--- src/rtl/pfms_pkg.sv ---
// Shared constants for the packed frame scan-out block.
// Used by pfms_front, pfms_queue, pfms_back and packed_frame_mode_scanout.
`default_nettype none

package pfms_pkg;

    localparam int FRAME_SIDE_DEF = 128;
    localparam int Q_DEPTH        = 2;

    localparam int ADDR_W  = 13;
    localparam int DATA_W  = 8;
    localparam int PIX_W   = 7;
    localparam int INDEX_W = 4;
    localparam int MODE_W  = 8;

    // beat kinds
    localparam logic OP_WRITE = 1'b0;
    localparam logic OP_READ  = 1'b1;

    // screen modes
    localparam logic [MODE_W-1:0] MODE_STRETCH_X  = 8'd1;
    localparam logic [MODE_W-1:0] MODE_STRETCH_Y  = 8'd2;
    localparam logic [MODE_W-1:0] MODE_STRETCH_XY = 8'd3;
    localparam logic [MODE_W-1:0] MODE_MIRROR_X   = 8'd5;
    localparam logic [MODE_W-1:0] MODE_MIRROR_Y   = 8'd6;
    localparam logic [MODE_W-1:0] MODE_MIRROR_XY  = 8'd7;

endpackage

`default_nettype wire

--- src/rtl/pfms_queue.sv ---
// Short FIFO between front and back ends.
// Depends on pfms_pkg for its depth.
`default_nettype none

module pfms_queue #(
    parameter int PW = 8
) (
    input  wire           i_clk,
    input  wire           i_rst_n,
    input  wire           i_push_valid,
    input  wire  [PW-1:0] i_push_data,
    output logic          o_push_ready,
    output logic          o_pop_valid,
    output logic [PW-1:0] o_pop_data
);

    localparam int DEPTH = pfms_pkg::Q_DEPTH;
    localparam int PTR_W = (DEPTH > 1) ? $clog2(DEPTH) : 1;
    localparam int CNT_W = $clog2(DEPTH + 1);
    localparam logic [PTR_W-1:0] LAST_PTR = PTR_W'(DEPTH - 1);
    localparam logic [CNT_W-1:0] FULL_CNT = CNT_W'(DEPTH);

    logic [PW-1:0]    r_slot [DEPTH];
    logic [PTR_W-1:0] r_wr_ptr, r_rd_ptr;
    logic [CNT_W-1:0] r_count;

    logic push, pop;

    assign o_push_ready = r_count != FULL_CNT;
    assign o_pop_valid  = r_count != '0;
    assign o_pop_data   = r_slot[r_rd_ptr];
    assign push         = i_push_valid && o_push_ready;
    assign pop          = o_pop_valid;

    always_ff @(posedge i_clk) begin
        if (!i_rst_n) begin
            r_wr_ptr <= '0;
            r_rd_ptr <= '0;
            r_count  <= '0;
        end else begin
            if (push) begin
                r_wr_ptr <= (r_wr_ptr == LAST_PTR) ? '0 : r_wr_ptr + 1'b1;
            end
            if (pop) begin
                r_rd_ptr <= (r_rd_ptr == LAST_PTR) ? '0 : r_rd_ptr + 1'b1;
            end
            if (push && !pop) begin
                r_count <= r_count + 1'b1;
            end else if (pop && !push) begin
                r_count <= r_count - 1'b1;
            end
        end
    end

    always_ff @(posedge i_clk) begin
        if (push) begin
            r_slot[r_wr_ptr] <= i_push_data;
        end
    end

    a_count_bound: assert property (@(posedge i_clk) disable iff (!i_rst_n)
        r_count <= FULL_CNT)
        else $error("queue count overflow");

endmodule

`default_nettype wire

--- config.mk ---
export PLATFORM = sky130hd
export DESIGN_NAME = pfms_queue
export DESIGN_NICKNAME = d
export VERILOG_FILES = /design/src/rtl/pfms_pkg.sv /design/src/rtl/pfms_queue.sv
export SDC_FILE = /design/constraint.sdc
export NUM_CORES = 1
export LEC_CHECK = 0
export ABC_AREA = 1
export BUFFER_PORTS_ARGS = -buffer_cell sky130_fd_sc_hd__buf_4
export CAP_MARGIN = 20
export CORE_MARGIN = 2
export CORE_UTILIZATION = 49
export CTS_CLUSTER_DIAMETER = 200
export DETAILED_ROUTE_END_ITERATION = 7
export GPL_TIMING_DRIVEN = 0
export PLACE_DENSITY = 0.75
export SLEW_MARGIN = 25
export SYNTH_ARGS = -nofsm -noshare
export SYNTH_HDL_FRONTEND = slang
export SYNTH_SLANG_ARGS = --single-unit
--- constraint.sdc ---
create_clock -name i_clk -period 1.9 [get_ports i_clk]
set_clock_uncertainty 0.15 [all_clocks]
set_input_delay 0 -clock i_clk [delete_from_list [all_inputs] [get_ports i_clk]]
set_output_delay 0 -clock i_clk [all_outputs]
set_load 0.05 [all_outputs]
; ---- Word level (Yosys, flattened, before mapping)
; Memory sizes are Yosys's and may differ from the RTL's. A register that Yosys moved wholly into a read port is not among the register bits.
; Cells that the tools add are included.
[op_classes]
mux = 8
n_eq_ne = 1
n_reduce_logical = 7
n_addsub = 4
[op_table]
columns = cell, n
row1 = 2-to-1 mux 1 bit, 6
row2 = 2-to-1 mux 2 bit, 2
row3 = nonzero test 2 bit, 2
row4 = logical AND 1 bit, 3
row5 = "adder 1 bit, second input constant", 2
row6 = "adder 2 x 1 -> 2 bit, second input constant", 1
row7 = zero test 1 bit, 2
row8 = "!= test 2 bit, second input constant", 1
row9 = "subtractor 2 x 1 -> 2 bit, second input constant", 1
[totals]
mem_count = 1
ramBits = 16
register_bits = 4
[memory_table]
columns = name, depth, word_bits, rd, rd_clocked_by_memory_dff, wr, line
row1 = r_slot, 2, 8, 1, 1, 1, pfms_queue.sv:23  ; logic [PW-1:0] r_slot [DEPTH];

; ---- Longest topological paths before layout
[depth]
depth_word = 6
ltp_mapped = 11
ltp_nobuf = 11

; ---- Worst setup path before layout
; No wires, ideal clock.
[synth_timing]
path_kind = reg2reg
startpoint = register r_count[0]
endpoint = memory r_slot[1][0], enable pin
synth_period_minus_slack_ns = 1.670
path_stages_with_launch = 5
slack_ns = 0.230
arrival_time_ns = 1.149
required_ns = 1.380
setup_ns = 0.370
cell_sequence = dfxtp_1 inv_2 nand2_2 nand2_2 nor2_1
[synth_via]
elab_chain_len = 4
[synth_rtl]
columns = item, line
row1 = "start, declared", pfms_queue.sv:25  ; logic [CNT_W-1:0] r_count;
row2 = "start signal, assigned", pfms_queue.sv:48  ; r_count <= r_count + 1'b1;
row3 = "start signal, assigned", pfms_queue.sv:50  ; r_count <= r_count - 1'b1;
row4 = != test 2 bit, pfms_queue.sv:29  ; assign o_push_ready = r_count != FULL_CNT;
row5 = via o_push_ready, pfms_queue.sv:12  ; output logic o_push_ready,
row6 = logical AND 1 bit, pfms_queue.sv:32  ; assign push = i_push_valid && o_push_ready;
row7 = 2-to-1 mux 1 bit, pfms_queue.sv:56  ; if (push) begin
row8 = 2-to-1 mux 1 bit (implied by the code), pfms_queue.sv:57  ; r_slot[r_wr_ptr] <= i_push_data;
row9 = "end, declared", pfms_queue.sv:23
; The timed path passes the listed nets, and every way through them passes these cells.

; ---- Worst setup path in the final report
[layout_timing]
startpoint = register r_count[0]
endpoint = memory r_slot[1][6], enable pin
[layout_via]
elab_chain_len = 4
[layout_rtl]
columns = item, line
row1 = != test 2 bit, pfms_queue.sv:29
row2 = logical AND 1 bit, pfms_queue.sv:32
row3 = 2-to-1 mux 1 bit, pfms_queue.sv:56
row4 = 2-to-1 mux 1 bit (implied by the code), pfms_queue.sv:57
; Every way passes these cells.

==> metrics.md <==
| Metric | Value |
|---|---|
| Final Cycle Share | `~87%` |
| Area grow syn2layout | `36.6%` |
| Num rows | `14` |
| Hold path depth | `2` |
| RSZ-0062 raised after global routing | `false` |
| Vias | `535` |
| Worst hold start | `i_push_data[7]` |
| FF-to-FF Start | `r_count[0]` |
| Layout Nets | `106` |
| Setup TNS | `0 ns` |
| CTS H-tree lvls | `1` |
| Vias in the first global route | `502` |
| Initial antenna violation count | `0` |
| Slew Limit Fails | `0` |
| Commonest non-fill, non-tap cell in the layout | `buf_4` |
| Largest net degree at the start of global routing | `13` |
| Flop2flop setup slack | `0.25 ns` |
| Mapped Cells | `59` |
| DIE HEIGHT | `~45 um` |
| Req. time, crit path | `around 1.7 ns` |
| Post-Syn Area | `around 800 um2` |
| Worst Setup Start Kind | `flip-flop` |
| WP data arrival | `~1.5 ns` |
| TritonCTS Buffers | `3` |
| R2R depth | `4` |
| Grt ovf | `0` |
| Register bit count reported by yosys | `21` |
| Most frequent cells in the layout | `buf_4, edfxtp_1, dlygate4sd3_1` |
| Hold Path Class | `input port to flip-flop` |
| DR WL/cell | `~13 um` |
| Post-route cell area | `between 1000 and 1500 um2` |
| Normalized max-slew margin | `approximately 55%` |
| Drt via density | `roughly 5` |
| First-pass GRT wire length | `just over 2000 um` |
| Maximum vdd drop | `between 1000 and 1500 uV` |
| Final hold vios | `0` |
| CTS Buffer Depth | `2` |
| Die area | `~2000 um2` |
| Worst-Margin Slew | `between 0.6 and 0.7 ns` |
| Initial core utilization | `53.4%` |
| Setup violations, final | `0` |
| Filler cell count | `121` |
| Syn. warnings | `0` |
| Tmin final | `roughly 1.7 ns` |
| Peak Freq | `just over 0.6 GHz` |
| DR DRC count | `0` |
| Root buffer cell | `clkbuf_4` |
| Core area | `~1500 um2` |
| Power Density | `~1500 nW/um2` |
| Synthesized Nets | `just over 70` |
| Origin of the worst setup path | `r_count[0]` |
| Setup crit end kind | `flip-flop` |
| Worst skew pair latency | `0.30 ns` |
| Placed Area | `985 um2` |
| Outcome | `completed` |
| Hold Path Sink | `r_slot[1][7]` |
| Routed WL | `~1400 um` |
| Die width | `around 45 um` |
| Max Cap Violations | `0` |
| Ant. Diodes | `0` |
| Crit path max fanout | `8` |
| TritonCTS clock tree | `done` |
| Yosys cell types | `16` |
| Clk slew on worst S/H paths | `~0.12 ns` |
| TritonRoute pass-1 iters | `3` |
| First-iteration detailed-routing DRC count | `5` |
| Clock sink total | `21` |
| Register area share after synthesis | `71.3%` |
| IO buf count | `20` |
| RR Endpoint | `r_slot[1][6]` |
| Mean Syn Cell Area | `approximately 14 um2` |
| Antenna viol nets, final | `0` |
| Leakage power | `0.460 nW` |
| WS Path Type | `flip-flop to flip-flop` |
| RePlAce Congestion | `around 0.78` |
| All-Layer GR Usage | `between 10% and 20%` |
| HPWL Detailed | `between 900 and 1000 um` |
| Layout cell share with drive strength beyond 1 | `about two fifths` |
| Ports | `21` |
[worst max-delay path, cell delays in order (launching register included)]
cell,delay [ns]
dfxtp_1,0.42
inv_2,0.06
nand2_2,0.07
nand2_2,0.08
nor2_1,0.53
[cells in the mapped netlist (all sizes together)]
cell | n | area (um2)
edfxtp | 16 | 480
mux2 | 8 | 90.1
inv | 7 | 26.3
nand2 | 6 | 27.5
nor2 | 6 | 22.5
dfxtp | 5 | 100
a21oi | 3 | 15.0
o21ai | 3 | 18.8
buf | 1 | 5.00
clkinv | 1 | 5.00
ha | 1 | 12.5
nand3 | 1 | 5.00
nand4 | 1 | 6.26
[flip-flops by register name, summed over array words and instances, names as in the netlist, named ones only]
register  cells
r_count       2
r_rd_ptr      1
r_slot       16
r_wr_ptr      1
[layer usage]
layer / GRT usage [%] / up-vias / routed length [um] / share of wire [%]
met3: 4.80 / 0 / 74 / 5.4
met4: 7.06 / 0 / 0 / 0
met1: 15.9 / 249 / 571 / 41
met2: 27.5 / 15 / 734 / 53
met5: 0 / - / 0 / 0
li1: - / 271 / - / -
[through the flow]
step                std cells  power, mW  util (%)  worst slack (ns)  hold WS [ns]
floorplan                  59       1.28         -             0.230       -0.0511
detailed placement         95       1.50      64.6             0.238        0.0394
finish                    109       1.71      73.0             0.247         0.265
global placement           95       1.47      64.6             0.268        0.0346
global route              109       1.81      73.0             0.122         0.261
CTS                       109       1.72      73.0             0.222         0.261
[cell families after synthesis]
logic type                 Yosys count  synth area share [%]
AOI/OAI and AO/OA                    6                  4.15
adders and majority gates            1                  1.54
DFF                                 21                  71.3
and+or+nand+nor                     14                  7.53
buffers and inverters                9                  4.45
muxes                                8                  11.1
[power breakdown]
| group | switching [mW] | internal [mW] | leakage, nW | total [mW] |
|---|---|---|---|---|
| clock network | 0.136 | 0.0785 | 0.0177 | 0.214 |
| registers | 0.0499 | 0.598 | 0.191 | 0.647 |
| logic | 0.565 | 0.287 | 0.251 | 0.852 |
| total | 0.750 | 0.963 | 0.460 | 1.71 |
[worst max path at each step]
| stage | to | slack [ns] | cells past startpoint |
|---|---|---|---|
| final | r_slot[1][6] | 0.25 | 4 |
| after global routing | r_slot[1][6] | 0.12 | 4 |
| after CTS | r_slot[1][6] | 0.22 | 4 |
| after detailed placement | r_slot[1][3] | 0.24 | 4 |
| after global placement | r_slot[0][3] | 0.27 | 4 |
| after floorplan | r_slot[1][0] | 0.23 | 4 |
[layout make-up]
class | instances | area, um2 | share of cell area (%)
flip-flops and latches | 21 | 581 | 52.2
repair buffers | 30 | 250 | 22.5
multi-input cells | 29 | 198 | 17.8
inverters | 8 | 31.3 | 2.81
clock buffers | 3 | 22.5 | 2.02
well taps | 16 | 20.0 | 1.80
clock inverters | 1 | 5.00 | 0.450
plain buffers | 1 | 5.00 | 0.450
[repair_timing]
item                       4_1_cts  5_1_grt
setup buffers                    0        0
hold buffers                    10        0
hold endpoints to repair        21        0
gates resized for setup          0        0
setup endpoints to repair        0        0
Power figures use the tool's default switching activity.
