File: src/rtl/pfms_pkg.sv
// Shared constants for the packed frame scan-out block.
// Used by pfms_front, pfms_queue, pfms_back and packed_frame_mode_scanout.
`default_nettype none

package pfms_pkg;

    localparam int FRAME_SIDE_DEF = 128;
    localparam int Q_DEPTH        = 2;

    localparam int ADDR_W  = 13;
    localparam int DATA_W  = 8;
    localparam int PIX_W   = 7;
    localparam int INDEX_W = 4;
    localparam int MODE_W  = 8;

    // beat kinds
    localparam logic OP_WRITE = 1'b0;
    localparam logic OP_READ  = 1'b1;

    // screen modes
    localparam logic [MODE_W-1:0] MODE_STRETCH_X  = 8'd1;
    localparam logic [MODE_W-1:0] MODE_STRETCH_Y  = 8'd2;
    localparam logic [MODE_W-1:0] MODE_STRETCH_XY = 8'd3;
    localparam logic [MODE_W-1:0] MODE_MIRROR_X   = 8'd5;
    localparam logic [MODE_W-1:0] MODE_MIRROR_Y   = 8'd6;
    localparam logic [MODE_W-1:0] MODE_MIRROR_XY  = 8'd7;

endpackage

`default_nettype wire

File: src/rtl/pfms_front.sv
// Front end: takes command beats, holds the screen mode register, maps
// pixel coordinates to a store address. Depends on pfms_pkg.
`default_nettype none

module pfms_front #(
    parameter int FRAME_SIDE = pfms_pkg::FRAME_SIDE_DEF,
    parameter int AW         = $clog2(FRAME_SIDE * (FRAME_SIDE / 2)),
    parameter int PW         = AW + pfms_pkg::DATA_W + 2
) (
    input  wire                             i_clk,
    input  wire                             i_rst_n,
    input  wire                             i_start,
    output logic                            o_busy,
    input  wire                             i_mode,
    input  wire  [pfms_pkg::ADDR_W-1:0]     i_byte_addr,
    input  wire  [pfms_pkg::DATA_W-1:0]     i_byte_data,
    input  wire  [pfms_pkg::PIX_W-1:0]      i_pixel_x,
    input  wire  [pfms_pkg::PIX_W-1:0]      i_pixel_y,
    input  wire                             i_cfg_we,
    input  wire  [pfms_pkg::MODE_W-1:0]     i_cfg_data,
    output logic                            o_push_valid,
    output logic [PW-1:0]                   o_push_data,
    input  wire                             i_push_ready
);

    localparam int HALF  = FRAME_SIDE / 2;
    localparam int DEPTH = FRAME_SIDE * HALF;
    localparam int CW    = $clog2(FRAME_SIDE);
    localparam int RW    = CW + 4;
    localparam logic [CW-1:0] HALF_C = CW'(HALF);
    localparam logic [CW-1:0] LAST_C = CW'(FRAME_SIDE - 1);

    logic [pfms_pkg::MODE_W-1:0] r_screen_mode;
    logic                        r_valid;
    logic [PW-1:0]               r_cmd;
    logic [PW-1:0]               n_cmd;

    logic            advance;
    logic            accept;
    logic            wr_ok;
    logic [CW-1:0]   cx, cy, sx, sy;
    logic [AW-1:0]   rd_addr;
    logic [AW-1:0]   wr_addr;

    function automatic logic [CW-1:0] wrap_coord(input logic [pfms_pkg::PIX_W-1:0] c);
        logic [RW-1:0] t;
        t = RW'(c);
        for (int k = 2; k >= 0; k--) begin
            if (t >= (RW'(FRAME_SIDE) << k)) begin
                t = t - (RW'(FRAME_SIDE) << k);
            end
        end
        return t[CW-1:0];
    endfunction

    function automatic logic [CW-1:0] mirror_coord(input logic [CW-1:0] c);
        return (c < HALF_C) ? c : (LAST_C - c);
    endfunction

    assign advance = !r_valid || i_push_ready;
    assign o_busy  = !advance;
    assign accept  = i_start && advance;
    assign wr_ok   = 32'(i_byte_addr) < 32'(DEPTH);

    always_comb begin
        cx = wrap_coord(i_pixel_x);
        cy = wrap_coord(i_pixel_y);
        sx = cx;
        sy = cy;
        unique case (r_screen_mode)
            pfms_pkg::MODE_STRETCH_X: begin
                sx = cx >> 1;
            end
            pfms_pkg::MODE_STRETCH_Y: begin
                sy = cy >> 1;
            end
            pfms_pkg::MODE_STRETCH_XY: begin
                sx = cx >> 1;
                sy = cy >> 1;
            end
            pfms_pkg::MODE_MIRROR_X: begin
                sx = mirror_coord(cx);
            end
            pfms_pkg::MODE_MIRROR_Y: begin
                sy = mirror_coord(cy);
            end
            pfms_pkg::MODE_MIRROR_XY: begin
                sx = mirror_coord(cx);
                sy = mirror_coord(cy);
            end
            default: begin
            end
        endcase
    end

    assign rd_addr = AW'(AW'(sy) * AW'(HALF)) + AW'(sx >> 1);
    assign wr_addr = AW'(i_byte_addr);

    // cmd layout: {op, addr, data, high nibble}
    always_comb begin
        if (i_mode == pfms_pkg::OP_WRITE) begin
            n_cmd = {pfms_pkg::OP_WRITE, wr_addr, i_byte_data, 1'b0};
        end else begin
            n_cmd = {pfms_pkg::OP_READ, rd_addr, {pfms_pkg::DATA_W{1'b0}}, sx[0]};
        end
    end

    always_ff @(posedge i_clk) begin
        if (!i_rst_n) begin
            r_screen_mode <= '0;
            r_valid       <= 1'b0;
        end else begin
            if (i_cfg_we) begin
                r_screen_mode <= i_cfg_data;
            end
            if (advance) begin
                // out-of-range writes are dropped here
                r_valid <= accept && ((i_mode == pfms_pkg::OP_READ) || wr_ok);
            end
        end
    end

    always_ff @(posedge i_clk) begin
        if (accept) begin
            r_cmd <= n_cmd;
        end
    end

    assign o_push_valid = r_valid;
    assign o_push_data  = r_cmd;

    a_busy_holds_beat: assert property (@(posedge i_clk) disable iff (!i_rst_n)
        o_busy |=> r_valid)
        else $error("front dropped a stalled beat");

    a_stall_keeps_cmd: assert property (@(posedge i_clk) disable iff (!i_rst_n)
        (r_valid && !i_push_ready) |=> $stable(r_cmd))
        else $error("front command changed under stall");

endmodule

`default_nettype wire

File: config.mk
export PLATFORM = sky130hd
export DESIGN_NAME = pfms_front
export DESIGN_NICKNAME = d
export VERILOG_FILES = /design/src/rtl/pfms_pkg.sv /design/src/rtl/pfms_front.sv
export SDC_FILE = /design/constraint.sdc
export NUM_CORES = 1
export LEC_CHECK = 0
export ABC_AREA = 1
export BUFFER_PORTS_ARGS = -buffer_cell sky130_fd_sc_hd__clkbuf_2
export CORE_AREA = 2 2 64 66
export CTS_CLUSTER_SIZE = 28
export DETAILED_ROUTE_END_ITERATION = 12
export DIE_AREA = 0 0 66 68
export PLACE_DENSITY = 0.77
export SLEW_MARGIN = 20
export SYNTH_ARGS = -nofsm -noshare
export SYNTH_HDL_FRONTEND = slang
export SYNTH_SLANG_ARGS = --single-unit
export TNS_END_PERCENT = 100
File: constraint.sdc
create_clock -name i_clk -period 2.2 [get_ports i_clk]
set_input_delay 0 -clock i_clk [delete_from_list [all_inputs] [get_ports i_clk]]
set_output_delay 0 -clock i_clk [all_outputs]
set_load 0.05 [all_outputs]
After elaboration in Yosys (flattened, before gate mapping)
Index checks and enable logic that the tools add are counted.

word-level totals
  bits in registers = 32
  bits of input ports = 49
  output and inout port bits = 25
  logic and storage cells = 29

cells by class
  add/sub/neg operators = 3
  magnitude comparators = 2
  equal/unequal tests = 6
  muxes and demuxes = 5
  reduce and logical (&&, ||, !) cells = 8

operators with widths
  cell                                                              count
  7-bit case mux with 2 select lines                                2
  8-bit by 3-bit == test with 1-bit output (second input constant)  3
  23-bit 2-to-1 mux                                                 1
  8-bit by 2-bit == test with 1-bit output (second input constant)  2
  7-bit < comparator (second input constant)                        2
  7-bit 2-to-1 mux                                                  2
  7-bit subtractor (first input constant)                           2
  13-bit by 6-bit adder with 13-bit output                          1
  8-bit by 1-bit == test with 1-bit output (second input constant)  1
  2-bit OR reduction                                                4
  1-bit logical NOT                                                 2
  1-bit logical AND                                                 1
  1-bit logical OR                                                  1

Logic depth before layout (Yosys ltp)
  depth in word-level cells = 5
  gate-level depth with buffers = 9
  gate-level depth less buffers = 9

Worst setup path after synthesis
Ideal clock, no wire load.

  kind = flip-flop to flip-flop
  start = register r_valid (netlist: o_push_valid)
  end = register r_cmd[0] (netlist: o_push_data[0]) (enable)
  setup time = 403 ps
  arrival = 1,889 ps
  setup slack = -92 ps
  stages on the path, launching flop included = 4
  buffers on the path = 0
  period minus slack after synthesis = 2,292 ps
  cell sequence = dfxtp_1 nand2_1 inv_1 nor2_1

between the ends
  word-level cells in the longest chain between the ends = 3

ends and longest elaborated chain
  what                    RTL line           RTL
  start, declared         pfms_front.sv:34   logic r_valid;
  start signal, assigned  pfms_front.sv:118  r_valid <= accept && ((i_mode == pfms_pkg::OP_READ) || wr_ok);
  1-bit logical NOT       pfms_front.sv:60   assign advance = !r_valid || i_push_ready;
  1-bit logical OR        pfms_front.sv:60
  1-bit logical AND       pfms_front.sv:62   assign accept = i_start && advance;
  named net accept        pfms_front.sv:39   logic accept;
  end signal, assigned    pfms_front.sv:125  r_cmd <= n_cmd;
  end, declared           pfms_front.sv:35   logic [PW-1:0] r_cmd;

The timed path passes the listed nets, and every way through them passes these cells.
A chain may end at the register's enable or synchronous reset.

Worst setup path after layout
  start = register r_screen_mode[2] (netlist name)
  end = register r_cmd[18] (netlist: o_push_data[18]) (data pin)

between the ends
  word-level cells in the longest chain between the ends = 5

ends and longest elaborated chain
  what                                                                    RTL line           RTL
  start, declared                                                         pfms_front.sv:33   logic [pfms_pkg::MODE_W-1:0] r_screen_mode;
  start signal, assigned                                                  pfms_front.sv:114  r_screen_mode <= i_cfg_data;
  8-bit by 3-bit == test with 1-bit output, or another cell as far along  pfms_front.sv:70   unique case (r_screen_mode)
  2-bit OR reduction (no source line)                                     -
  7-bit case mux with 2 select lines                                      pfms_front.sv:70
  13-bit by 6-bit adder with 13-bit output (*)                            pfms_front.sv:96   assign rd_addr = AW'(AW'(sy) * AW'(HALF)) + AW'(sx >> 1);
  23-bit 2-to-1 mux (*)                                                   pfms_front.sv:101  if (i_mode == pfms_pkg::OP_WRITE) begin
  named net n_cmd[18]                                                     pfms_front.sv:36   logic [PW-1:0] n_cmd;

Mark *: on every way through the listed nets, which the timed path passes. The rest lies on a longest branch.

==> metrics.txt <==
Worst setup SP type=register; syn nets=269; Finished Layout Cells=363; hold path depth=3; Comb power frac=22.3%; clock tree root buffer cell=clkbuf_8; global-route wire length before repair=6010 microns; Worst Path Required=2.24 ns; Die H=68 microns; status=finished clean; mean area per synthesized cell=7.91 sq um; initial antenna violation count=0; Die W=66 microns; post-CTS resize count=0; CP max FO=7; nets=361; Reg area=871 sq um; max_slew headroom=70.8%; IO Port Bufs=73; H-tree Lvls=2; Max-Cap Viols=0; pwr/cell area=666 nW/um^2; post-DP HPWL=2700 microns; GPL Wtd Cong=0.806; min Tclk post-route=1.37 ns; 1st-iter DRT viols=67; post-synthesis sequential area ratio=50.0%; share of layout cells above drive strength 1=29.7%; die area=4490 sq um; DRC viols=0; final wirelength=3710 microns; static leakage=1.22 nW; worst skew pair latency=0.28 ns; Netlist Area Pre-Place=1740 sq um; setup tns final=0 ns; core region area=3860 sq um; antenna cell count=0; clk sinks=32; Initial Utilization=45.1%; Flop pwr share=44.5%; Final Hold Vio Count=0; Multi-input gate area=733 sq um; Synth cell types=21; P_sw=0.460 mW; P&R area growth vs syn=38.1%; synthesis-stage register bit count=32; period utilization=62.5%; DRT Pass-1 Iters=4; Fillers=364; R2R cell count=8; Final Skew=0.00297 ns; Worst EP arrival=1.41 ns; WHS=0.00246 ns; VDD IR max=0.399 mV; Worst Hold Class=in -> reg; ANT nets after route=0; Via Count=1,612; final setup vio count=0; Clk pwr share=33.2%; CTS tree=built; Cells after DPL=339; drt wl/cell=10.2 microns; Inserted Clock Buffers=5; Switching Share=28.7%; kind of end point of the critical path=register; vias in the first global route=1,429; CP Class=reg -> reg; all-layer global routing usage=17.6%; GRT overflow=0; vias per inst=4.44; Rows=23; Pins Over Slew Limit=0; Fmax achieved=728 MHz; Final Total Pwr=1.60 mW; Worst Tran Pin Value=0.438 ns; I/O pin cnt=74; largest net degree at the start of global routing=24; cell-internal power=1.14 mW; RSZ-0062 raised after global routing=false; clock-pin slew on the worst setup and hold paths=0.06 ns; gate count of the mapped netlist=220; YS warnings=0; clk buf depth=2
stage by stage:
stage	cell area, sq um	utilization (%)	worst slack, ns
2_1_floorplan	1740	-	0.288
3_3_place_gp	2140	55.4	0.855
3_5_place_dp	2140	55.4	0.823
4_1_cts	2400	62.3	0.819
5_1_grt	2400	62.3	0.729
6_report	2400	62.3	0.826
cell type report:
class	count	share of cell area (%)
inverter	26	4.06
sequential	32	36.2
clock inverter	3	1.56
multi-input combinational	157	30.5
timing repair buffer	90	22.2
tap	50	2.60
clock buffer	5	2.86
power groups by stage:
stage | sequential, mW | combinational, mW | clock, mW
2_1_floorplan | 0.837 | 0.127 | 0
3_3_place_gp | 0.724 | 0.333 | 0
3_5_place_dp | 0.726 | 0.337 | 0
4_1_cts | 0.713 | 0.359 | 0.545
5_1_grt | 0.716 | 0.391 | 0.566
6_report | 0.712 | 0.358 | 0.532
critical path, cell delays in order (launching register included):
cell     delay, ns
dfxtp_1       0.34
nor2_2        0.16
nand2_2       0.09
nor2_4        0.20
nor2_2        0.09
nand2_1       0.06
nand2_1       0.06
nand2_1       0.06
nand2_1       0.06
sequential cells by signal, summed over array words and instances, names as in the netlist:
name and flops:
o_push_valid 1, r_screen_mode 8, o_push_data 23
worst paths after layout:
kind	start	end	slack (ns)
max	r_screen_mode[2]$_SDFFE_PN0P_	o_push_data[18]$_DFFE_PP_	0.83
min	i_byte_data[1]	o_push_data[2]$_SDFFCE_PP0P_	0.002
max reg2reg	r_screen_mode[2]$_SDFFE_PN0P_	o_push_data[18]$_DFFE_PP_	0.83
min reg2reg	o_push_valid$_SDFFE_PN0N_	o_push_valid$_SDFFE_PN0N_	0.50
layer usage:
metal	routed length (microns)	vias to the layer above	GRT usage [%]	share of wire [%]
met5	0	-	0	0
met1	1500	691	20.2	40
met2	1870	54	31.4	50
li1	-	862	-	-
met3	286	5	4.44	7.7
met4	56	0	7.65	1.5
repair_timing:
| action | in CTS | in global routing |
|---|---|---|
| endpoints found under the hold margin | 16 | 0 |
| hold buffers | 16 | 0 |
| setup endpoints to repair | 0 | 0 |
| setup buffers | 0 | 0 |
cells by family after synthesis:
family	count (synthesis)	synth area share, %
AOI/OAI and AO/OA	14	4.17
DFF	32	50.0
xor gates and xnor gates	9	4.53
and+or+nand+nor	134	33.3
buffers and inverters	31	7.98
placed cells by master (no fill, tap or decap), types with 3 or more instances in the layout:
cell / instances
nand2_1: 86
clkbuf_2: 73
inv_1: 25
nor2_1: 25
edfxtp_1: 23
dlygate4sd3_1: 16
o21ai_0: 10
xor2_1: 9
dfxtp_1: 9
nor2_2: 6
nand3_1: 5
clkbuf_8: 5
nor2_4: 4
a21oi_1: 3
clkinv_1: 3
synth_stat cells (all sizes together):
cell | n | area, sq um
nand3 | 5 | 25.0
o21ai | 10 | 50.1
or2 | 1 | 6.26
clkinv | 1 | 3.75
xor2 | 9 | 78.8
inv | 25 | 93.8
clkbuf | 3 | 31.3
buf | 2 | 10.0
nand4 | 2 | 12.5
nand3b | 2 | 15.0
nor2 | 35 | 174
edfxtp | 23 | 691
a21boi | 1 | 7.51
nand2 | 89 | 347
a21oi | 3 | 15.0
dfxtp | 9 | 180
(Power assumes the default switching activity.)
